**src/qbv_pkg.sv**
```systemverilog
// ----------------------------------------------------------------------------
// qbv_pkg: shared types and constants for the shortest-arc quaternion block
// Holds the payload structs, fixed-point constants and pipeline sizing.
// ----------------------------------------------------------------------------
package qbv_pkg;

	localparam int IN_WIDTH  = 16;
	localparam int FRAC_BITS = 14;
	localparam int OUT_WIDTH = 16;
	localparam int MARGIN_W  = 15;

	localparam logic [MARGIN_W-1:0] MARGIN_RESET = 15'd16;
	localparam logic [15:0]         Q_ONE        = 16'(1 << FRAC_BITS);
	// squared axis length below which the second axis candidate is used
	localparam logic [31:0]         AXIS_MIN     = 32'((64'd1 << (2 * FRAC_BITS)) / 100);

	// square root pipeline: 32 result bits, SQ_BITS per stage
	localparam int SQ_BITS = 4;
	localparam int SQ_ST   = 32 / SQ_BITS;

	// rounding divider: 15 quotient bits, DV_BITS per stage
	localparam int QBITS   = 15;
	localparam int DV_BITS = 3;
	localparam int DV_ST   = QBITS / DV_BITS;
	localparam int NUM_W   = 46;
	localparam int DEN_W   = 32;

	typedef struct packed {
		logic signed [IN_WIDTH-1:0] from_x;
		logic signed [IN_WIDTH-1:0] from_y;
		logic signed [IN_WIDTH-1:0] from_z;
		logic signed [IN_WIDTH-1:0] to_x;
		logic signed [IN_WIDTH-1:0] to_y;
		logic signed [IN_WIDTH-1:0] to_z;
	} qbv_in_t;

	typedef struct packed {
		logic signed [OUT_WIDTH-1:0] quat_w;
		logic signed [OUT_WIDTH-1:0] quat_x;
		logic signed [OUT_WIDTH-1:0] quat_y;
		logic signed [OUT_WIDTH-1:0] quat_z;
		logic                        half_turn;
		logic                        degenerate;
	} qbv_out_t;

endpackage

```
**src/qbv_sqrt_pipe.sv**
```systemverilog
// ----------------------------------------------------------------------------
// qbv_sqrt_pipe: pipelined integer square root
// Floor square root of a 64-bit radicand, SQ_BITS result bits per stage.
// ----------------------------------------------------------------------------
module qbv_sqrt_pipe import qbv_pkg::*; (
	input  logic        clk,
	input  logic        arst_n,
	input  logic        en,
	input  logic        in_valid,
	input  logic [63:0] radicand,
	output logic        out_valid,
	output logic [31:0] root
);

	typedef struct packed {
		logic [35:0] rem;
		logic [31:0] root;
		logic [63:0] rad;
	} sq_st_t;

	sq_st_t           st_s [SQ_ST];
	logic [SQ_ST-1:0] vld_s;
	sq_st_t           init;

	// one stage of digit-by-digit root extraction
	function automatic sq_st_t sq_step(sq_st_t a);
		sq_st_t      r;
		logic [35:0] cur;
		logic [35:0] trial;
		r = a;
		for (int t = 0; t < SQ_BITS; t++) begin
			cur   = {r.rem[33:0], r.rad[63:62]};
			trial = {2'b00, r.root, 2'b01};
			if (cur >= trial) begin
				r.rem  = cur - trial;
				r.root = {r.root[30:0], 1'b1};
			end else begin
				r.rem  = cur;
				r.root = {r.root[30:0], 1'b0};
			end
			r.rad = {r.rad[61:0], 2'b00};
		end
		return r;
	endfunction

	assign init = '{rem: '0, root: '0, rad: radicand};

	// advance valid bits
	always_ff @(posedge clk or negedge arst_n) begin
		if (!arst_n) begin
			vld_s <= '0;
		end else if (en) begin
			vld_s <= {vld_s[SQ_ST-2:0], in_valid};
		end
	end

	// advance partial roots
	always_ff @(posedge clk) begin
		if (en) begin
			st_s[0] <= sq_step(init);
			for (int j = 1; j < SQ_ST; j++) begin
				st_s[j] <= sq_step(st_s[j-1]);
			end
		end
	end

	assign out_valid = vld_s[SQ_ST-1];
	assign root      = st_s[SQ_ST-1].root;

endmodule

```
**config.mk**
```make
export PLATFORM = sky130hd
export DESIGN_NAME = qbv_sqrt_pipe
export DESIGN_NICKNAME = d
export VERILOG_FILES = /design/src/qbv_pkg.sv /design/src/qbv_sqrt_pipe.sv
export SDC_FILE = /design/constraint.sdc
export NUM_CORES = 2
export LEC_CHECK = 0
export ABC_AREA = 0
export BUFFER_PORTS_ARGS = -buffer_cell sky130_fd_sc_hd__buf_2
export CAP_MARGIN = 20
export CORE_MARGIN = 5
export CORE_UTILIZATION = 40
export CTS_CLUSTER_DIAMETER = 100
export DETAILED_ROUTE_END_ITERATION = 8
export PLACE_DENSITY = 0.63
export SYNTH_ARGS = -nofsm -noshare
export SYNTH_HDL_FRONTEND = slang
export SYNTH_SLANG_ARGS = --single-unit
```
**constraint.sdc**
```tcl
create_clock -name clk -period 12.16 [get_ports clk]
set_input_delay 0.608 -clock clk [delete_from_list [all_inputs] [get_ports clk]]
set_output_delay 0.608 -clock clk [all_outputs]
set_load 0.005 [all_outputs]
```
Word level (Yosys, flattened, before mapping)
Memories as Yosys holds them, arrays and structs flattened.
Index checks and enable logic that the tools add are counted.
{"block": "totals", "mem_bits_rw": 992, "register_bits": 8, "in_bits": 68, "out_inout_bits": 33, "n_memories": 1, "elab_cells": 132}
{"name": "st_s", "depth": 8, "width": 124, "read_ports": 8, "rd_clocked_by_memory_dff": 0, "write_ports": 8, "line": "qbv_sqrt_pipe.sv:21", "text": "sq_st_t st_s [SQ_ST];"}
{"block": "classes", "addsub": 32, "order_cmp": 32, "mux": 66}
{"op": "$mux W66", "count": 48}
{"op": "$ge A36 B34 Y1", "count": 31}
{"op": "$mux W68", "count": 16}
{"op": "$sub A34 B34 Y34", "count": 23}
{"op": "$sub A36 B34 Y36", "count": 8}
{"op": "$sub A2 B1 Y3 const B", "count": 1}
{"op": "$ge A2 B1 Y1 const B", "count": 1}
{"op": "$mux W1", "count": 2}

Longest topological paths before layout
An unclocked memory read counts as a cell.
{"block": "depth", "word_depth": 13, "depth_mapped": 66, "mapped_depth_nobuf": 61}

Worst setup path before layout
Ideal clock, no wire load.
{"block": "synth_timing", "path_type": "reg-to-reg", "start": "memory st_s[1][59] in the netlist's numbering", "end": "memory st_s[1][245] in the netlist's numbering (data pin)", "path_buffers": 8, "path_stages_with_launch": 65, "setup_time_ns": 0.273, "arrival_ns": 12.127, "path_slack_ns": -0.240, "required_ns": 11.887, "synth_period_minus_slack_ns": 12.400, "cell_sequence": "edfxtp_1 > inv_1 > ha_1 > a21o_1 > and3_1 > a211o_1 > o21ba_2 > or3b_1 > a31o_2 > buf_2 > clkbuf_1 > clkbuf_1 > nor2_1 > a21oi_1 > ha_1 > a21oi_1 > o21ai_0 > a21o_1 > [... 29 more ...] > buf_1 > nor2_1 > nor2_1 > ha_1 > nor2b_1 > o21ai_0 > nand2b_1 > nand3_1 > nand2_1 > a21o_1 > a21oi_1 > o31ai_1 > a221o_1 > a41oi_1 > a21oi_1 > a31o_2 > nor4b_1 > xor2_1"}
{"element": "start, declared", "line": "qbv_sqrt_pipe.sv:21"}

==> impl_metrics.ini <==
[yosys]
synthTopCellsByCount = a21oi_1, nand2_1, nor2_1, edfxtp_1, ha_1
yosysTopAreaCellShare_pct = 28.1
syn_avg_cell_area_um2 = 8.38
yosys_warnings = 0
synth_cell_types = 124
ys_ff_latch = 614
synthFlopType = edfxtp_1
syn_inst = 7738
yosysMostFrequentCell = a21oi_1
ys_seq_area_share_pct = 28.4
synthTopCellsByArea = edfxtp_1, ha_1, xnor2_1, a21oi_1, nand2_1
syn_area_mm2 = 0.0648
synth_edf_count = 606
async_flop_share_pct = 1.30
synth_top_area_cell = edfxtp_1

[layout]
final_layout_size_suffix_gt1_share_pct = 11.3
fin_cells = 10289
final_nets = 8700
fin_area_mm2 = 0.0730
final_util_pct = 45.4
antennaDiodeCount = 0
area_delta_synth_final_pct = 12.6
final.fill_count = 15812

[global_routing]
grt_use_total_pct = 24.5
grt_max_degree = 172
antenna_found_initial = 3
grt_pass1_wl_mm = 331
grt-ovfl-total = 0
grt_pass1_vias = 56604

[floorplanning]
rows = 147
start_util_pct = 40.3
coreArea_mm2 = 0.161
die_area_mm2 = 0.170
die_width_um = 413
die_h_um = 413
ioPinCount = 101

[route]
detail_route.vias_per_cell = 5.94
drt_iter0_markers = 5896
drc = 0
postRouteAntennaNets = 0
routed_wl_mm = 217
num_vias = 61082
drt-wirelength-per-cell_um = 21.1
firstDrtPassIters = 8

[sta]
hold_violations = 0
slew_headroom_pct = 21.9
finClkSkew_ns = 0.0457
fmax_mhz = 86.2
maxSlewViolCount = 0
post-route-period-util_pct = 95.4
tightest_slew_ns = 1.16
min_period_ns = 11.61
setup_viol = 0
rsz0062_at_grt = true

[min_path]
min-delay-path-class = in2reg

[placement]
placedCellCount = 10123
numPortBuffers = 100
hpwl_mm = 176
routabilityCongestion = 0.978
dpl_cell_area_mm2 = 0.0699

[worst_setup_path]
cp.arrival_ns = 12.03
end_kind = flip-flop
cp-start-kind = flip-flop
crit_required_ns = 12.58
crit_top_cell = a21oi_1
slowest_stage = edfxtp_1
crit_type = reg2reg
r2r_setup_slack_ns = 0.55
cp_max_fo = 29
timing.critical_path.slowest_cell_delay_ns = 0.57

[outcome]
status = completed

[clock_network]
tritoncts = yes
htreeDepth = 3
ctsRootBufferMaster = clkbuf_16
clockBufferDepth = 3
cts_sinks = 614
clk_pin_slew_ns = 0.06
clk_latency_ns = 0.71
numCtsBuffers = 77

[flow_run]
cap_viol_max_count = 0
[sequential cells by signal, summed over array words and instances (netlist names)]
name	flops
st_s	606
vld_s	8
[cells in the final DEF, fill, tap and decap left out, types with 104 or more instances in the layout]
cell	n
a21oi_1	702
nand2_1	688
nor2_1	677
edfxtp_1	606
ha_1	549
xnor2_1	471
o21ai_0	455
buf_4	382
inv_1	357
a21o_1	298
xor2_1	295
nand3_1	212
nor3_1	184
nand4_1	131
and3_1	104
nand2b_1	104
[cell families (layout without fill, tap and decap cells)]
family / after synthesis / count (layout) / synth area share, %
XOR/XNOR: 768 / 768 / 10.4
adder cells (fa/ha/maj): 560 / 560 / 10.8
buffers and inverters: 639 / 1028 / 4.05
AND/OR/NAND/NOR: 2733 / 2733 / 21.4
AO/OA/AOI/OAI: 2298 / 2298 / 22.8
multiplexers: 125 / 125 / 2.10
flip-flops: 614 / 614 / 28.4
other: 1 / 3 / 0.00579
[final timing paths]
path,end,depth (start not counted),start
worst max register to register,st_s[1][428],54,st_s[1][310]
worst max-delay path,st_s[1][428],54,st_s[1][310]
min in group asynchronous,vld_s[0],2,arst_n
max in group asynchronous,vld_s[4],2,arst_n
worst min register to register,st_s[0][275],0,st_s[0][143]
worst min-delay path,st_s[0][53],1,radicand[53]
[critical path, delay by kind of cell, from the launching register on]
kind	cells	cell delay, ns
xor+xnor	1	0.16
buf+inv	5	0.94
compound gates	37	6.90
mux	1	0.26
simple gates	6	1.22
flops	1	0.57
fa+ha+maj	4	1.23
[cell type report]
| class | count | area [um2] | area share [%] |
|---|---|---|---|
| multi-input cells | 6487 | 44100 | 60.5 |
| flip-flops and latches | 614 | 18400 | 25.2 |
| repair buffers | 511 | 3790 | 5.20 |
| well taps | 2160 | 2700 | 3.70 |
| clock buffers | 93 | 2030 | 2.78 |
| inverters | 381 | 1450 | 1.98 |
| clock inverters | 43 | 478 | 0.655 |
[metrics by stage]
| step | hold WS, ns | setup slack [ns] | TNS [ns] |
|---|---|---|---|
| floorplan | 0.312 | 0.0335 | 0 |
| global placement | 0.401 | -0.0242 | -0.0242 |
| detailed placement | 0.405 | -0.123 | -0.123 |
| CTS | 0.000156 | 0.0680 | 0 |
| global route | 0.0263 | -0.173 | -0.195 |
| finish | 0.0720 | 0.555 | 0 |
[timing repair]
item | in CTS | in global routing
hold buffers | 12 | 0
gates resized for setup | 2 | 91
pin swaps | 0 | 14
endpoints found under the setup margin | 1 | 136
setup buffers | 0 | 17
gates cloned | 0 | 1
endpoints found under the hold margin | 19 | 0
[layer usage]
layer / wire length (um) / global-route usage, % / share of wire, %
met5: 0 / 0 / 0
met4: 7210 / 7.60 / 3.3
met3: 12500 / 2.70 / 5.8
met2: 96400 / 38.8 / 44
met1: 101000 / 34.9 / 47
Power is left out: the tool's default activity adds up to more than one toggle a clock period on the data nets, which glitch-free logic cannot reach.
