$ cat src/qbv_pkg.sv
// ----------------------------------------------------------------------------
// qbv_pkg: shared types and constants for the shortest-arc quaternion block
// Holds the payload structs, fixed-point constants and pipeline sizing.
// ----------------------------------------------------------------------------
package qbv_pkg;

	localparam int IN_WIDTH  = 16;
	localparam int FRAC_BITS = 14;
	localparam int OUT_WIDTH = 16;
	localparam int MARGIN_W  = 15;

	localparam logic [MARGIN_W-1:0] MARGIN_RESET = 15'd16;
	localparam logic [15:0]         Q_ONE        = 16'(1 << FRAC_BITS);
	// squared axis length below which the second axis candidate is used
	localparam logic [31:0]         AXIS_MIN     = 32'((64'd1 << (2 * FRAC_BITS)) / 100);

	// square root pipeline: 32 result bits, SQ_BITS per stage
	localparam int SQ_BITS = 4;
	localparam int SQ_ST   = 32 / SQ_BITS;

	// rounding divider: 15 quotient bits, DV_BITS per stage
	localparam int QBITS   = 15;
	localparam int DV_BITS = 3;
	localparam int DV_ST   = QBITS / DV_BITS;
	localparam int NUM_W   = 46;
	localparam int DEN_W   = 32;

	typedef struct packed {
		logic signed [IN_WIDTH-1:0] from_x;
		logic signed [IN_WIDTH-1:0] from_y;
		logic signed [IN_WIDTH-1:0] from_z;
		logic signed [IN_WIDTH-1:0] to_x;
		logic signed [IN_WIDTH-1:0] to_y;
		logic signed [IN_WIDTH-1:0] to_z;
	} qbv_in_t;

	typedef struct packed {
		logic signed [OUT_WIDTH-1:0] quat_w;
		logic signed [OUT_WIDTH-1:0] quat_x;
		logic signed [OUT_WIDTH-1:0] quat_y;
		logic signed [OUT_WIDTH-1:0] quat_z;
		logic                        half_turn;
		logic                        degenerate;
	} qbv_out_t;

endpackage

$ cat src/qbv_div_pipe.sv
// ----------------------------------------------------------------------------
// qbv_div_pipe: pipelined rounding divider with unit saturation
// Sign-magnitude numerator over unsigned divisor, halves away from zero,
// result saturated to plus or minus one in Q1.14.
// ----------------------------------------------------------------------------
module qbv_div_pipe import qbv_pkg::*; (
	input  logic                 clk,
	input  logic                 arst_n,
	input  logic                 en,
	input  logic                 in_valid,
	input  logic [NUM_W-1:0]     num_mag,
	input  logic                 num_neg,
	input  logic [DEN_W-1:0]     den,
	output logic                 out_valid,
	output logic signed [15:0]   quo
);

	localparam int REM_W = NUM_W + 1;

	typedef struct packed {
		logic [REM_W-1:0] rem;
		logic [DEN_W-1:0] den;
		logic [QBITS-1:0] q;
		logic             sat;
		logic             neg;
	} dv_st_t;

	dv_st_t         st_s [DV_ST+1];
	logic [DV_ST:0] vld_s;
	dv_st_t         pre;
	logic [15:0]    mag;

	// DV_BITS restoring steps of stage j
	function automatic dv_st_t dv_step(dv_st_t a, int j);
		dv_st_t           r;
		logic [REM_W-1:0] dsh;
		r = a;
		for (int t = 0; t < DV_BITS; t++) begin
			dsh = {{(REM_W-DEN_W){1'b0}}, r.den} << (QBITS - 1 - j * DV_BITS - t);
			if (r.rem >= dsh) begin
				r.rem = r.rem - dsh;
				r.q   = {r.q[QBITS-2:0], 1'b1};
			end else begin
				r.q   = {r.q[QBITS-2:0], 1'b0};
			end
		end
		return r;
	endfunction

	// add half the divisor for rounding, flag quotients that overflow
	always_comb begin
		pre.rem = {1'b0, num_mag} + {{(REM_W-DEN_W){1'b0}}, den >> 1};
		pre.den = den;
		pre.q   = '0;
		pre.sat = pre.rem >= {den, {QBITS{1'b0}}};
		pre.neg = num_neg;
	end

	// advance valid bits
	always_ff @(posedge clk or negedge arst_n) begin
		if (!arst_n) begin
			vld_s <= '0;
		end else if (en) begin
			vld_s <= {vld_s[DV_ST-1:0], in_valid};
		end
	end

	// advance partial quotients
	always_ff @(posedge clk) begin
		if (en) begin
			st_s[0] <= pre;
			for (int j = 0; j < DV_ST; j++) begin
				st_s[j+1] <= dv_step(st_s[j], j);
			end
		end
	end

	// clamp to one and apply sign
	always_comb begin
		if (st_s[DV_ST].sat || ({1'b0, st_s[DV_ST].q} > Q_ONE)) begin
			mag = Q_ONE;
		end else begin
			mag = {1'b0, st_s[DV_ST].q};
		end
		quo = st_s[DV_ST].neg ? (16'd0 - mag) : mag;
	end

	assign out_valid = vld_s[DV_ST];

endmodule

$ cat config.mk
export PLATFORM = sky130hd
export DESIGN_NAME = qbv_div_pipe
export DESIGN_NICKNAME = d
export VERILOG_FILES = /design/src/qbv_pkg.sv /design/src/qbv_div_pipe.sv
export SDC_FILE = /design/constraint.sdc
export NUM_CORES = 2
export LEC_CHECK = 0
export ABC_AREA = 1
export BUFFER_PORTS_ARGS = -buffer_cell sky130_fd_sc_hd__buf_2
export CAP_MARGIN = 25
export CORE_AREA = 2 2 419 421
export CTS_CLUSTER_SIZE = 16
export DETAILED_ROUTE_END_ITERATION = 8
export DIE_AREA = 0 0 421 423
export PLACE_DENSITY = 0.58
export SLEW_MARGIN = 20
export SYNTH_ARGS = -nofsm -noshare
export SYNTH_HDL_FRONTEND = slang
export SYNTH_SLANG_ARGS = --single-unit
$ cat constraint.sdc
create_clock -name clk -period 7.5 [get_ports clk]
set_input_delay 0.375 -clock clk [delete_from_list [all_inputs] [get_ports clk]]
set_output_delay 0.375 -clock clk [all_outputs]
set_load 0.02 [all_outputs]
## Word-level counts from Yosys, hierarchy flattened

Memories as Yosys holds them, arrays and structs flattened.
Cells that the tools add are included.

| storage, ports and cells | value |
|---|---|
| register bits | 6 |
| bits in writable memories | 576 |
| input port bits | 83 |
| output and inout bits | 17 |
| memories kept | 1 |

Memories:

| name | depth | bits a word | read ports | clocked after Yosys merged registers in | write ports | line | text |
|---|---|---|---|---|---|---|---|
| st_s | 6 | 96 | 6 | 0 | 6 | qbv_div_pipe.sv:28 | `dv_st_t st_s [DV_ST+1];` |

| operators by class | value |
|---|---|
| add/sub/neg operators | 17 |
| order comparisons | 17 |
| multiplexer cells | 54 |
| reduce and logical (&&, ||, !) cells | 1 |

Operator list:

| kind | number |
|---|---|
| 2-to-1 mux 47 bit | 30 |
| 2-to-1 mux 15 bit | 6 |
| adder 46 x 31 -> 47 bit | 1 |
| greater-or-equal comparator 47 x 32 -> 1 bit | 1 |
| greater-or-equal comparator 47 x 33 -> 1 bit | 1 |
| greater-or-equal comparator 47 x 34 -> 1 bit | 1 |
| greater-or-equal comparator 47 x 35 -> 1 bit | 1 |
| greater-or-equal comparator 47 x 36 -> 1 bit | 1 |
| greater-or-equal comparator 47 x 37 -> 1 bit | 1 |
| greater-or-equal comparator 47 x 38 -> 1 bit | 1 |
| greater-or-equal comparator 47 x 39 -> 1 bit | 1 |
| greater-or-equal comparator 47 x 40 -> 1 bit | 1 |
| greater-or-equal comparator 47 x 41 -> 1 bit | 1 |
| greater-or-equal comparator 47 x 42 -> 1 bit | 1 |
| greater-or-equal comparator 47 x 43 -> 1 bit | 1 |
| greater-or-equal comparator 47 x 44 -> 1 bit | 1 |
| greater-or-equal comparator 47 x 45 -> 1 bit | 1 |
| greater-or-equal comparator 47 x 46 -> 1 bit | 1 |
| greater-or-equal comparator 47 bit | 1 |
| subtractor 47 x 32 -> 47 bit | 1 |
| subtractor 47 x 33 -> 47 bit | 1 |
| subtractor 47 x 34 -> 47 bit | 1 |
| subtractor 47 x 35 -> 47 bit | 1 |
| subtractor 47 x 36 -> 47 bit | 1 |
| other kinds (15) | 31 |

## Logic depth before layout (Yosys ltp)

An unclocked memory read counts as a cell.

| depth | value |
|---|---|
| depth in word-level cells | 10 |
| mapped depth | 59 |
| gate-level depth less buffers | 54 |

## Worst setup path after synthesis

OpenSTA, ideal clock, no wires.

| timing | value |
|---|---|
| path kind | reg-to-reg |
| from | memory st_s[1][60] (netlist bit) |
| to | memory st_s[2][71] (netlist bit), data pin |
| library setup time | 0.262 ns |
| arrival | 7.204 ns |
| required time | 7.238 ns |
| path slack | 0.035 ns |
| cell stages (with the launch flop) | 49 |
| buffers on the path | 5 |
| cells stage by stage | edfxtp_1 inv_1 ha_1 inv_1 fa_1 nand3_1 nand2_1 a21oi_2 o21bai_2 nand2_1 nand2_1 nand2_2 nand2_2 buf_4 inv_2 clkbuf_1 o21ai_0 ha_1 [... 13 more ...] o21ai_0 fa_1 nand3_1 nand2_1 a21oi_1 o21bai_1 a21oi_1 o21ai_0 a21boi_0 o21ai_0 nand4_1 o2111ai_1 nand3_1 nand3_2 buf_6 buf_6 nand2_1 o21ai_2 |

RTL lines:

| what | line |
|---|---|
| from (decl) | qbv_div_pipe.sv:28 |

==> PnR_summary.wiki <==
{| class="wikitable"
! Metric !! Value
|-
| Status || completed
|-
| Per-cell via count in the routed design || 4.931
|-
| Number of placement rows || roughly 150
|-
| Register area share after synthesis || 0.2566
|-
| CTS tree || yes
|-
| Fraction of synthesized cell area taken by the top area cell type || 0.2538
|-
| Crit-path slowest cell || edfxtp_1
|-
| Source-to-sink clock delay at the later pin of the worst-skew pair || ~0.73 ns
|-
| Worst hold path type || primary input to flip-flop
|-
| Count of flip-flops with a built-in enable after synthesis || 452
|-
| Area fraction in and, or, nand and nor cells after synthesis || 0.2900
|-
| Fraction of final layout cells sized beyond drive strength 1 || 0.2927
|-
| Total DRC errors in the routed layout || 0
|-
| HPWL after DPL || 186,300 um
|-
| Buffer cell driving the clock tree root || clkbuf_16
|-
| Post-Place Setup Slack || -1.027 ns
|-
| Adder-cell share of the synthesized area || 0.1329
|-
| Final routed wirelength across all metal layers || 224,100 um
|-
| Transition time at the pin with the least slew margin || 0.9982 ns
|-
| Nature of the critical path startpoint || flip-flop
|-
| Avg Cell Area, Syn || a little under 7 um2
|-
| Longest Clk Path Bufs || 3
|-
| Initial Util || 0.3087
|-
| Number of DRC markers after the initial detailed-route iteration || 4,315
|-
| Worst Hold Margin || 0.04524 ns
|-
| Overall fraction of global-route tracks in use || 0.2355
|-
| Cell area reported after detailed placement || 70,500 um2
|-
| Most frequent cell after synthesis || nand2_1
|-
| Number of instances in the synthesized netlist || 7,904
|-
| Post-Synthesis Cell Area || 53,490 um2
|-
| Share of the cycle needed by the critical path after routing || 0.9767
|-
| Setup slack of the worst register-to-register path || 0.17 ns
|-
| Hold path depth || 3
|-
| Routed wire length per instance || 18.07 um
|-
| Most frequent cells after synthesis || 2,232 x nand2_1, 1,049 x inv_1, 678 x nor2_1
|-
| DR vias || 61,139
|-
| Count of cells along the worst register-to-register path || 47
|-
| Prevailing post-synth register cell || edfxtp_1
|-
| Setup-violating endpoint count in the final report || 0
|-
| Launch instance of the worst min-delay path || num_mag[41]
|-
| Post-synth cell types || 66
|-
| Area added between synthesis and finish || 45.68%
|-
| Total core area || 173,200 um2
|-
| Setup TNS || 0 ns
|-
| FFs w/ async S/R, synth || 0.01310
|-
| Port Buffer Count || 99
|-
| Mux cell area share after synthesis || 0.0004211
|-
| Data required time of the critical path || 7.97 ns
|-
| Number of buffers created by CTS || 58
|-
| Congestion Overflow GR || 0
|-
| ANT nets after route || 0
|-
| Critical-path maximum fanout || 7
|-
| Parity-gate share of the synthesized area counting xor and xnor cells || 0.07615
|-
| Leading cell types by total area after synthesis || edfxtp_1 25%, nand2_1 16%, ha_1 13%
|-
| RD Place Congestion || approximately 1
|-
| Family with the most delay on the worst path || simple AND/OR/NAND/NOR gates
|-
| Smallest setup slack after layout || between 0.15 and 0.2 ns
|-
| Shortest period the worst path allows || 7.325 ns
|-
| Total of max-cap violations || 0
|-
| Number of warnings issued by yosys || 0
|-
| Largest net degree at the start of global routing || 183
|-
| Dominant combinational cell family by area after synthesis || simple AND/OR/NAND/NOR gates
|-
| Worst-case hold path end point || st_s[0][90]
|-
| Nets@finish || 10,666
|-
| Synth Net Count || 8,546
|-
| Max-slew violation count || 0
|-
| Deepest level of the CTS H-tree || 2
|-
| Yosys top cell by area || edfxtp_1
|-
| Die width || 421 um
|-
| Worst path arrival time || 7.80 ns
|-
| Final std cell area, no fill || 77,920 um2
|-
| RSZ-0062 raised after global routing || yes
|-
| Die footprint || 178,100 um2
|-
| Clock input transition at the sequential cells of the worst setup and hold paths || about 0.06 ns
|-
| Number of antenna violations at the first check in global routing || 4
|-
| I/O Pins || 100
|-
| Clock Skews || 0.07878 ns
|-
| End of the worst register-to-register path || st_s[2][70]
|-
| DRT Pass-1 Iters || 8
|-
| Sink Count || approximately 460
|-
| #FFs+latches synth || 458
|-
| Critical path type || flip-flop to flip-flop
|-
| Critical path endpoint category || flip-flop
|-
| Number of buffers and inverters on the critical path || 10
|-
| Vias in the first global route || 58,374
|-
| Maximum achievable frequency || 0.1365 GHz
|-
| Synth Area in Compound Gates || 0.1587
|-
| Critical Path Max Stage Delay || 0.44 ns
|-
| Wire length of the first global-routing pass || roughly 330,000 um
|-
| Chip height || 423 um
|-
| Worst slew margin || 0.3284
|-
| Number of hold-slack violations in the final timing report || 0
|-
| Worst reg2reg startpoint || st_s[1][64]
|}
[layout make-up]
type	instances	area [um2]
Fill cell	17587	95330
Multi-Input combinational cell	6273	38190
Timing Repair Buffer	2168	17030
Sequential cell	458	13720
Inverter	1065	4033
Tap cell	2325	2909
Clock buffer	61	1463
Clock inverter	47	564.3
Antenna cell	3	7.507
[how the worst max path moves through the flow]
stage | startpoint | to | depth (start not counted) | slack [ns]
after floorplan | st_s[1][60] | st_s[2][71] | 48 | 0.03
after global placement | st_s[3][19] | st_s[4][65] | 48 | -1.08
after detailed placement | st_s[3][19] | st_s[4][65] | 48 | -1.03
after CTS | st_s[3][22] | st_s[4][65] | 50 | -0.008
after global routing | st_s[2][42] | st_s[3][76] | 51 | -0.24
final | st_s[1][64] | st_s[2][70] | 47 | 0.17
[through the flow]
stage / cells / util
4_1_cts: 12254 / 0.4246
5_1_grt: 12400 / 0.4497
3_5_place_dp: 12072 / 0.4069
2_1_floorplan: 7904 / -
3_3_place_gp: 12072 / 0.4069
6_report: 12400 / 0.4497
[registers in the layout, summed over array words and instances (netlist names)]
signal and cells:
st_s 452, vld_s 6
[metal layers]
layer | GRT usage | wire length (um) | up-vias
li1 | - | - | 30761
met1 | 0.2946 | 95800 | 28451
met2 | 0.4160 | 107700 | 1570
met3 | 0.02188 | 10640 | 353
met4 | 0.09089 | 9974 | 4
met5 | 0 | 23 | -
[cell families (layout without fill, tap and decap cells)]
kind of cell / Yosys count / after routing
AOI/OAI and AO/OA: 1558 / 1558
DFF: 458 / 458
adders and majority gates: 559 / 559
other: 0 / 3
xor gates and xnor gates: 465 / 465
and+or+nand+nor: 3686 / 3689
muxes: 2 / 2
buffers and inverters: 1176 / 3341
[what timing repair did]
| item | in CTS | in global routing |
|---|---|---|
| buffers inserted | 32 | 119 |
| setup endpoints to repair | 163 | 163 |
| endpoints found under the hold margin | 42 | 0 |
| gates resized for setup | 144 | 776 |
| cloned | 4 | 27 |
| pin swaps | 28 | 228 |
| hold buffers | 38 | 0 |
[worst reg2reg max path: cells and delay by family (launching register included)]
| kind | cells | cell delay (ns) |
|---|---|---|
| and+or+nand+nor | 21 | 2.69 |
| DFF | 1 | 0.44 |
| AOI/OAI and AO/OA | 13 | 1.84 |
| buffers and inverters | 10 | 1.28 |
| adders and majority gates | 3 | 0.86 |
[cell usage in the layout, fill, tap and decap left out, types with 30 or more instances in the layout]
| cell type | synthesis | routed |
|---|---|---|
| a31oi_1 | 49 | 48 |
| buf_2 | 24 | 98 |
| o21a_1 | 33 | 33 |
| o21ai_0 | 572 | 397 |
| clkbuf_16 | 0 | 79 |
| nand2_2 | 36 | 134 |
| ha_4 | 0 | 57 |
| a21oi_1 | 672 | 584 |
| o21ai_2 | 16 | 93 |
| o21ai_1 | 43 | 126 |
| nor2_2 | 19 | 44 |
| buf_4 | 6 | 1952 |
| o21bai_1 | 33 | 30 |
| dlygate4sd3_1 | 0 | 38 |
| nor2_1 | 678 | 628 |
| inv_1 | 1049 | 994 |
| a21o_1 | 35 | 35 |
| inv_2 | 12 | 61 |
| nor3_1 | 69 | 58 |
| nand3_2 | 15 | 46 |
| ha_1 | 544 | 485 |
| xnor2_1 | 223 | 223 |
| edfxtp_1 | 452 | 452 |
| nand3_1 | 338 | 295 |
| xor2_1 | 242 | 242 |
| a21oi_2 | 2 | 79 |
| nand4_1 | 169 | 169 |
| nor2_4 | 11 | 39 |
| nand2_1 | 2232 | 2116 |
Power is not shown: default switching activity piles up to over one toggle a cycle in this logic, so the estimate is an artifact.
